### src/rtl/edf_pkg.sv
// Shared types, constants and codes for the preemptive EDF scheduler.
package edf_pkg;

    // Slot table
    localparam int TABLE_DEPTH = 16;
    localparam int SLOT_W      = $clog2(TABLE_DEPTH);

    // Field widths
    localparam int CLASS_COUNT = 3;
    localparam int CLASS_W     = 2;
    localparam int KIND_W      = 2;
    localparam int CFG_W       = 16;
    localparam int CFG_INDEX_W = 3;
    localparam int SERIAL_W    = 16;
    localparam int TIME_W      = 32;

    // Input operations
    localparam logic OP_ARRIVAL = 1'b0;
    localparam logic OP_TICK    = 1'b1;

    // Result kinds
    localparam logic [KIND_W-1:0] EV_RECEIVE = 2'd0;
    localparam logic [KIND_W-1:0] EV_FINISH  = 2'd1;
    localparam logic [KIND_W-1:0] EV_DROP    = 2'd2;

    // Configuration register indexes
    localparam logic [CFG_INDEX_W-1:0] REG_C0_SERVICE  = 3'd0;
    localparam logic [CFG_INDEX_W-1:0] REG_C0_DEADLINE = 3'd1;
    localparam logic [CFG_INDEX_W-1:0] REG_C1_SERVICE  = 3'd2;
    localparam logic [CFG_INDEX_W-1:0] REG_C1_DEADLINE = 3'd3;
    localparam logic [CFG_INDEX_W-1:0] REG_C2_SERVICE  = 3'd4;
    localparam logic [CFG_INDEX_W-1:0] REG_C2_DEADLINE = 3'd5;

    // Configuration reset values
    localparam logic [CFG_W-1:0] C0_SERVICE_RST  = 16'd500;
    localparam logic [CFG_W-1:0] C0_DEADLINE_RST = 16'd2000;
    localparam logic [CFG_W-1:0] C1_SERVICE_RST  = 16'd1000;
    localparam logic [CFG_W-1:0] C1_DEADLINE_RST = 16'd3000;
    localparam logic [CFG_W-1:0] C2_SERVICE_RST  = 16'd200;
    localparam logic [CFG_W-1:0] C2_DEADLINE_RST = 16'd300;

    typedef struct packed {
        logic               operation;
        logic [CLASS_W-1:0] job_class;
    } in_item_t;

    typedef struct packed {
        logic [KIND_W-1:0]   event_kind;
        logic [CLASS_W-1:0]  event_class;
        logic [SERIAL_W-1:0] event_serial;
        logic                last_event;
    } out_item_t;

endpackage

### src/rtl/preemptive_edf_scheduler_core.sv
// Top level of the preemptive earliest-deadline-first scheduler core.
//
// Usage:
//   in channel  (in_valid/in_ready/in_data): one beat is an arrival of a job
//     class or one time tick. in_ready is high only while the sequencer idles.
//   out channel (out_valid/out_ready/out_data): receive, finish and drop
//     events; last_event marks the final beat caused by one input beat.
//   cfg channel (cfg_valid/cfg_ready/cfg_index/cfg_data): always ready; writes
//     the six per-class service and deadline registers, other indexes ignored.
// Occupancy (accept to next possible accept):
//   arrival: the arrive state, plus the emit state when a drop is reported.
//   tick: the scan of the slot table, one slot per cycle through a single
//     deadline/age compare unit, then the update state and the emit state,
//     which queues each event in turn. An empty table skips the update state.
// Results go into a two-beat output queue, so a stalled receiver holds back the
// sequencer only when the queue is full; queued beats stay stable until taken.
// Reset clears the slot valid bits, counters, time, queue and configuration
// (to its default values); slot contents are not cleared and no pass is needed.
module preemptive_edf_scheduler_core
    import edf_pkg::*;
(
    input  logic                   clk,
    input  logic                   rst_n,
    input  logic                   in_valid,
    output logic                   in_ready,
    input  in_item_t               in_data,
    output logic                   out_valid,
    input  logic                   out_ready,
    output out_item_t              out_data,
    input  logic                   cfg_valid,
    output logic                   cfg_ready,
    input  logic [CFG_INDEX_W-1:0] cfg_index,
    input  logic [CFG_W-1:0]       cfg_data
);

    localparam logic [2:0] ST_IDLE   = 3'd0;
    localparam logic [2:0] ST_ARRIVE = 3'd1;
    localparam logic [2:0] ST_SCAN   = 3'd2;
    localparam logic [2:0] ST_UPDATE = 3'd3;
    localparam logic [2:0] ST_EMIT   = 3'd4;

    localparam logic [SLOT_W-1:0] LAST_SLOT = SLOT_W'(TABLE_DEPTH - 1);

    logic [2:0] state_reg, state_next;

    // Captured input beat
    logic               op_reg;
    logic [CLASS_W-1:0] cls_reg;

    // Configuration and global state
    logic [CFG_W-1:0]    svc_reg [CLASS_COUNT];
    logic [CFG_W-1:0]    ddl_reg [CLASS_COUNT];
    logic [SERIAL_W-1:0] cnt_reg [CLASS_COUNT];
    logic [TIME_W-1:0]   time_reg;
    logic [TIME_W-1:0]   age_cnt_reg;

    // Slot table
    logic [TABLE_DEPTH-1:0] valid_reg;
    logic [TIME_W-1:0]      dl_arr   [TABLE_DEPTH];
    logic [CFG_W-1:0]       rem_arr  [TABLE_DEPTH];
    logic [CLASS_W-1:0]     kind_arr [TABLE_DEPTH];
    logic [SERIAL_W-1:0]    num_arr  [TABLE_DEPTH];
    logic                   st_arr   [TABLE_DEPTH];
    logic [TIME_W-1:0]      age_arr  [TABLE_DEPTH];

    // Scan state
    logic [SLOT_W-1:0] scan_reg;
    logic              best_found_reg;
    logic [SLOT_W-1:0] best_idx_reg;
    logic [TIME_W-1:0] best_dl_reg;
    logic [TIME_W-1:0] best_age_reg;

    // Pending events of the current item
    out_item_t pend_reg [2];
    logic [1:0] pend_num_reg;
    logic       pend_pos_reg;

    // Output queue
    out_item_t q_reg [2];
    logic       q_head_reg;
    logic [1:0] q_cnt_reg;

    // Slot read port: scan pointer while scanning, chosen slot while updating
    logic [SLOT_W-1:0]   rd_idx;
    logic [TIME_W-1:0]   rd_dl;
    logic [TIME_W-1:0]   rd_age;
    logic [CFG_W-1:0]    rd_rem;
    logic [CLASS_W-1:0]  rd_kind;
    logic [SERIAL_W-1:0] rd_num;
    logic                rd_started;
    logic                cand_take;
    logic                found_next;

    // Arrival path
    logic                cls_ok;
    logic [1:0]          cls_idx;
    logic [SERIAL_W-1:0] serial_inc;
    logic [TIME_W-1:0]   new_dl;
    logic                free_any;
    logic [SLOT_W-1:0]   free_idx;

    // Update path
    logic      upd_recv;
    logic      upd_fin;
    out_item_t recv_item;
    out_item_t fin_item;
    out_item_t drop_item;

    // Emit / queue
    logic      in_fire;
    logic      q_push;
    logic      q_pop;
    logic      emit_last;
    out_item_t emit_item;

    assign in_ready  = (state_reg == ST_IDLE);
    assign cfg_ready = 1'b1;
    assign in_fire   = in_valid && in_ready;

    assign rd_idx     = (state_reg == ST_UPDATE) ? best_idx_reg : scan_reg;
    assign rd_dl      = dl_arr[rd_idx];
    assign rd_age     = age_arr[rd_idx];
    assign rd_rem     = rem_arr[rd_idx];
    assign rd_kind    = kind_arr[rd_idx];
    assign rd_num     = num_arr[rd_idx];
    assign rd_started = st_arr[rd_idx];

    // The shared compare unit: earlier deadline wins, ties to the older arrival
    assign cand_take = valid_reg[rd_idx] &&
                       (!best_found_reg || (rd_dl < best_dl_reg) ||
                        ((rd_dl == best_dl_reg) && (rd_age < best_age_reg)));
    assign found_next = best_found_reg || cand_take;

    assign cls_ok     = (cls_reg < CLASS_W'(CLASS_COUNT));
    assign cls_idx    = cls_ok ? cls_reg : 2'd0;
    assign serial_inc = cnt_reg[cls_idx] + SERIAL_W'(1);
    assign new_dl     = time_reg + TIME_W'(ddl_reg[cls_idx]);

    // Lowest free slot
    always_comb
    begin
        free_any = 1'b0;
        free_idx = '0;
        for (int i = TABLE_DEPTH - 1; i >= 0; i--)
        begin
            if (!valid_reg[i])
            begin
                free_any = 1'b1;
                free_idx = SLOT_W'(i);
            end
        end
    end

    assign upd_recv = !rd_started;
    assign upd_fin  = (rd_rem <= CFG_W'(1));

    always_comb
    begin
        recv_item.event_kind   = EV_RECEIVE;
        recv_item.event_class  = rd_kind;
        recv_item.event_serial = rd_num;
        recv_item.last_event   = !upd_fin;
        fin_item.event_kind    = EV_FINISH;
        fin_item.event_class   = rd_kind;
        fin_item.event_serial  = rd_num;
        fin_item.last_event    = 1'b1;
        drop_item.event_kind   = EV_DROP;
        drop_item.event_class  = cls_reg;
        drop_item.event_serial = serial_inc;
        drop_item.last_event   = 1'b1;
    end

    assign emit_item = pend_reg[pend_pos_reg];
    assign emit_last = pend_pos_reg || (pend_num_reg == 2'd1);
    assign q_push    = (state_reg == ST_EMIT) && (q_cnt_reg != 2'd2);
    assign q_pop     = out_valid && out_ready;
    assign out_valid = (q_cnt_reg != 2'd0);
    assign out_data  = q_reg[q_head_reg];

    // Sequencer
    always_comb
    begin
        state_next = state_reg;
        case (state_reg)
            ST_IDLE:
            begin
                if (in_fire)
                    state_next = (in_data.operation == OP_TICK) ? ST_SCAN : ST_ARRIVE;
            end
            ST_ARRIVE:
            begin
                state_next = (cls_ok && !free_any) ? ST_EMIT : ST_IDLE;
            end
            ST_SCAN:
            begin
                if (scan_reg == LAST_SLOT)
                    state_next = found_next ? ST_UPDATE : ST_IDLE;
            end
            ST_UPDATE:
            begin
                state_next = (upd_recv || upd_fin) ? ST_EMIT : ST_IDLE;
            end
            ST_EMIT:
            begin
                if (q_push && emit_last)
                    state_next = ST_IDLE;
            end
            default:
            begin
                state_next = ST_IDLE;
            end
        endcase
    end

    // Control state
    always_ff @(posedge clk or negedge rst_n)
    begin
        if (!rst_n)
        begin
            state_reg      <= ST_IDLE;
            svc_reg[0]     <= C0_SERVICE_RST;
            ddl_reg[0]     <= C0_DEADLINE_RST;
            svc_reg[1]     <= C1_SERVICE_RST;
            ddl_reg[1]     <= C1_DEADLINE_RST;
            svc_reg[2]     <= C2_SERVICE_RST;
            ddl_reg[2]     <= C2_DEADLINE_RST;
            for (int c = 0; c < CLASS_COUNT; c++)
            begin
                cnt_reg[c] <= '0;
            end
            time_reg       <= '0;
            age_cnt_reg    <= '0;
            valid_reg      <= '0;
            scan_reg       <= '0;
            best_found_reg <= 1'b0;
            pend_num_reg   <= 2'd0;
            pend_pos_reg   <= 1'b0;
            q_head_reg     <= 1'b0;
            q_cnt_reg      <= 2'd0;
        end
        else
        begin
            state_reg <= state_next;

            if (cfg_valid && cfg_ready)
            begin
                case (cfg_index)
                    REG_C0_SERVICE:  svc_reg[0] <= cfg_data;
                    REG_C0_DEADLINE: ddl_reg[0] <= cfg_data;
                    REG_C1_SERVICE:  svc_reg[1] <= cfg_data;
                    REG_C1_DEADLINE: ddl_reg[1] <= cfg_data;
                    REG_C2_SERVICE:  svc_reg[2] <= cfg_data;
                    REG_C2_DEADLINE: ddl_reg[2] <= cfg_data;
                    default: ;
                endcase
            end

            case (state_reg)
                ST_IDLE:
                begin
                    scan_reg       <= '0;
                    best_found_reg <= 1'b0;
                    pend_pos_reg   <= 1'b0;
                end
                ST_ARRIVE:
                begin
                    if (cls_ok)
                    begin
                        if (free_any)
                        begin
                            cnt_reg[cls_idx]    <= serial_inc;
                            valid_reg[free_idx] <= 1'b1;
                            age_cnt_reg         <= age_cnt_reg + TIME_W'(1);
                        end
                        else
                        begin
                            pend_num_reg <= 2'd1;
                        end
                    end
                end
                ST_SCAN:
                begin
                    scan_reg       <= scan_reg + SLOT_W'(1);
                    best_found_reg <= found_next;
                    if ((scan_reg == LAST_SLOT) && !found_next)
                        time_reg <= time_reg + TIME_W'(1);
                end
                ST_UPDATE:
                begin
                    time_reg     <= time_reg + TIME_W'(1);
                    pend_num_reg <= {1'b0, upd_recv} + {1'b0, upd_fin};
                    if (upd_fin)
                        valid_reg[best_idx_reg] <= 1'b0;
                end
                ST_EMIT:
                begin
                    if (q_push)
                        pend_pos_reg <= 1'b1;
                end
                default: ;
            endcase

            if (q_pop)
                q_head_reg <= !q_head_reg;
            q_cnt_reg <= q_cnt_reg + {1'b0, q_push} - {1'b0, q_pop};
        end
    end

    // Payload: captured beat, slot contents, scan best, pending and queued events
    always_ff @(posedge clk)
    begin
        if (in_fire)
        begin
            op_reg  <= in_data.operation;
            cls_reg <= in_data.job_class;
        end

        if ((state_reg == ST_ARRIVE) && cls_ok && free_any)
        begin
            dl_arr[free_idx]   <= new_dl;
            rem_arr[free_idx]  <= svc_reg[cls_idx];
            kind_arr[free_idx] <= cls_reg;
            num_arr[free_idx]  <= serial_inc;
            st_arr[free_idx]   <= 1'b0;
            age_arr[free_idx]  <= age_cnt_reg;
        end

        if ((state_reg == ST_ARRIVE) && (op_reg == OP_ARRIVAL))
            pend_reg[0] <= drop_item;

        if ((state_reg == ST_SCAN) && cand_take)
        begin
            best_idx_reg <= scan_reg;
            best_dl_reg  <= rd_dl;
            best_age_reg <= rd_age;
        end

        if (state_reg == ST_UPDATE)
        begin
            rem_arr[best_idx_reg] <= upd_fin ? '0 : (rd_rem - CFG_W'(1));
            st_arr[best_idx_reg]  <= 1'b1;
            pend_reg[0]           <= upd_recv ? recv_item : fin_item;
            pend_reg[1]           <= fin_item;
        end

        if (q_push)
            q_reg[q_head_reg ^ q_cnt_reg[0]] <= emit_item;
    end

endmodule

### config.mk
export PLATFORM = sky130hd
export DESIGN_NAME = preemptive_edf_scheduler_core
export DESIGN_NICKNAME = d
export VERILOG_FILES = /design/src/rtl/edf_pkg.sv /design/src/rtl/preemptive_edf_scheduler_core.sv
export SDC_FILE = /design/constraint.sdc
export NUM_CORES = 2
export LEC_CHECK = 0
export ABC_AREA = 1
export ABC_CLOCK_PERIOD_IN_PS = 21100
export BUFFER_PORTS_ARGS = -buffer_cell sky130_fd_sc_hd__buf_2
export CAP_MARGIN = 20
export CORE_MARGIN = 2
export CORE_UTILIZATION = 45
export CTS_CLUSTER_DIAMETER = 150
export DETAILED_ROUTE_END_ITERATION = 6
export GPL_ROUTABILITY_DRIVEN = 0
export GPL_TIMING_DRIVEN = 0
export REMOVE_ABC_BUFFERS = 1
export SYNTH_ARGS = -nofsm -noshare
export SYNTH_HDL_FRONTEND = slang
export SYNTH_SLANG_ARGS = --single-unit
### constraint.sdc
create_clock -name clk -period 21.1 [get_ports clk]
set_input_delay 2.11 -clock clk [delete_from_list [all_inputs] [get_ports clk]]
set_output_delay 2.11 -clock clk [all_outputs]
set_load 0.005 [all_outputs]
==> results.yml <==
placement:
  placed_cells: 9317
  portBuffers: 49
  placed_area_um2: 89060
  hpwlAfterDp_um: 125500
power_and_ir_drop:
  p_per_area_nw_per_um2: 141.3
  ir_drop_mv: 0.1556
  p_sw_share_pct: 36.98
  finalPower_mw: 13.52
  power.internal_mw: 8.520
  power_frac_clock_pct: 25.9
  combPwrFrac_pct: 36.9
  seqPwrFrac_pct: 37.2
  p_leak_nw: 34.19
  power.switching_mw: 5.000
timing:
  final.setup_skew_ns: 0.03029
  slew_headroom_pct: 24.25
  hold_ws_ns: 0.4772
  period_minus_slack_ns: 9.288
  tightest_slew_ns: 1.132
  max_freq_mhz: 107.7
  period_share_pct: 44.02
  hold_viol: 0
  finalSetupViolCount: 0
  rsz0062_at_grt: "no"
  finalMaxSlewViolations: 0
clock_tree:
  cts_htree_levels: 4
  hold_buffers: 0
  clk_pin_slew_ns: 0.06
  cts_buffers: 196
  worstSkewPairLatency_ns: 0.84
  cts_tree: "done"
  numClockSinks: 1974
  clockRootBuffer: "clkbuf_16"
  cts_buffer_depth: 3
  cts_resized: 0
  post_cts_buffers: 0
floorplan:
  start_util_pct: 45.30
  io_pins: 51
  dieArea_um2: 190300
  core_um2: 185600
  chipWidth_um: 436.3
  rows: 158
  die_h_um: 436.3
worst_setup_path:
  r2r_start: "state_reg[2]"
  cp-startpoint: "state_reg[2]"
  crit_type: "flip-flop to flip-flop"
  worstPathArrival_ns: 9.81
  crit_path_start_kind: "flip-flop"
  crit_fanout: 131
  endpoint_kind: "flip-flop"
  required_ns: 21.62
finish:
  final_core_util_pct: 51.55
  synthToLayoutAreaGrowth_pct: 13.80
  drive_gt1_share_pct: 9.860
  nNetsFinal: 7178
  reg_top3: "age_arr: 512 flops, dl_arr: 512 flops"
  stdcell_count: 9702
  fin_area_um2: 95700
routing:
  drtAntennaViolNets: 0
  wl_per_cell_um: 22.50
  via_per_inst: 5.786
  drcViolationCount: 6
  drtIter0Drc: 5892
  dr.pass1.iters: 7
  wirelength_um: 218300
  vias: 56130
global_routing:
  grt_start_max_net_pins: 137
  gr-total-overflow: 0
  grt_pass1_vias: 53900
  grt_pass1_wl_um: 331300
  grt.total_usage_pct: 22.54
  antenna_found_initial: 0
synthesis:
  synth-seq-cells: 1974
  synthFlopType: "edfxtp_1"
  synthCells: 7034
  syn_area_per_cell_um2: 11.95
  yosysWarningCount: 0
  syn-cell-area_um2: 84090
  ys_top_cells_by_area: "edfxtp_1 (62%), nand3_1 (6.4%), dfrtp_1 (6.1%), nand2_1 (5.3%), o21ai_0 (2.8%)"
  yosysTopAreaCell: "edfxtp_1"
  synth_edf_count: 1736
  yosysSeqAreaShare_pct: 69.12
  yosys.cell_types.count: 62
  synth_top_cell_area_share_pct: 61.99
  async_reset_ff_share_pct: 12.06
min_path:
  min_path_type: "flip-flop to flip-flop"
  hold_start: "ddl_reg[31]"
outcome:
  outcome: "finished, violations left"
  violations: "DRC"
flow_run:
  drv_cap: 0
[final timing paths]
check	cells past startpoint	slack [ns]	end
min in group asynchronous	1	1.17	q_cnt_reg[0]
setup reg to reg	24	11.81	best_age_reg[19]
setup / recovery	24	11.81	best_age_reg[19]
hold / removal	2	0.48	ddl_reg[31]
max in group asynchronous	2	18.94	svc_reg[30]
hold reg to reg	2	0.48	ddl_reg[31]
[placed cells by master (no fill, tap or decap), types with 20 or more instances in the layout]
cell	instances
nor3_1	55
nor2_1	190
o22ai_1	34
a32o_1	125
nand3_1	1070
buf_4	83
nand4_1	30
mux2i_1	40
buf_2	53
o211ai_1	191
dfrtp_1	206
nor2_2	24
nand2_1	1190
bufinv_16	20
o32ai_1	23
buf_16	49
clkbuf_1	43
clkinv_2	31
inv_1	373
clkinv_1	42
edfxtp_1	1736
clkbuf_16	202
buf_6	42
o21ai_1	49
a21oi_1	345
xnor2_1	22
o221ai_1	43
buf_12	46
ha_1	92
xor2_1	82
buf_8	20
dfstp_2	32
o21ai_0	464
[synthesized netlist by cell type (all sizes together), types with 31 or more instances]
cell type / n
a32o: 125
o221ai: 43
dfstp: 32
o22ai: 34
nand3: 1071
a21oi: 347
xor2: 82
clkbuf: 250
o21ai: 516
dfrtp: 206
o211ai: 199
nand4: 31
nor2: 226
inv: 383
nor3: 62
ha: 93
mux2i: 40
edfxtp: 1736
buf: 219
nand2: 1203
[critical path, cell delays in order (launching register included)]
cell and delay [ns]:
dfrtp_1 0.43, inv_2 0.11, nand3_4 0.50, nand2_8 0.85, buf_16 0.43, buf_16 0.46, buf_16 0.44, nand2_8 0.59
buf_16 0.47, a21oi_1 0.26, a32o_1 0.14, o21ai_0 0.07, o21ai_0 0.58, inv_1 0.15, ha_1 0.31, nand2_1 0.06
inv_1 0.07, nand3_1 0.07, nor3_1 0.58, nand3_1 0.27, nor4_1 0.23, nand2_1 0.16, a21oi_4 0.63, buf_12 0.27
buf_12 0.20
[power groups by stage]
stage                     combinational (mW)  clock, mW  sequential, mW
after floorplan                         3.44          0            5.10
after global placement                  4.91          0            5.16
after detailed placement                4.95          0            5.12
after CTS                               4.97       3.54            5.04
after global routing                    5.53       3.69            5.06
final                                   4.99       3.50            5.03
[routing by layer]
metal,global-route usage (%),wire [µm]
met1,31.76,93680
met2,37.04,105900
met3,2.882,14540
met4,5.799,4234
met5,0,0
[cell families (layout without fill, tap and decap cells)]
family                     Yosys count  count (layout)  synth area share [%]
adders and majority gates           94              94                 1.408
other                                1               2              0.004459
DFF                               1974            1974                 69.12
muxes                               41              41                0.4895
AOI/OAI and AO/OA                 1322            1322                 9.738
xor gates and xnor gates           105             105                 1.094
and+or+nand+nor                   2643            2643                 13.93
buffers and inverters              854            1041                 4.214
[layout make-up]
cell class,count,area (µm²)
fill,15660,89940
sequential,1974,58130
multi-input combinational,4206,22640
clock buffer,252,5306
timing repair buffer,294,3945
tap,2480,3103
inverter,385,1483
clock inverter,110,1094
antenna,1,2.502
[through the flow]
step	worst slack (ns)	TNS (ns)
after floorplan	4.176	0
after global placement	-12.92	-4566.79
after detailed placement	11.87	0
after CTS	11.86	0
after global routing	11.36	0
final	11.81	0
Power figures use the tool's default switching activity.
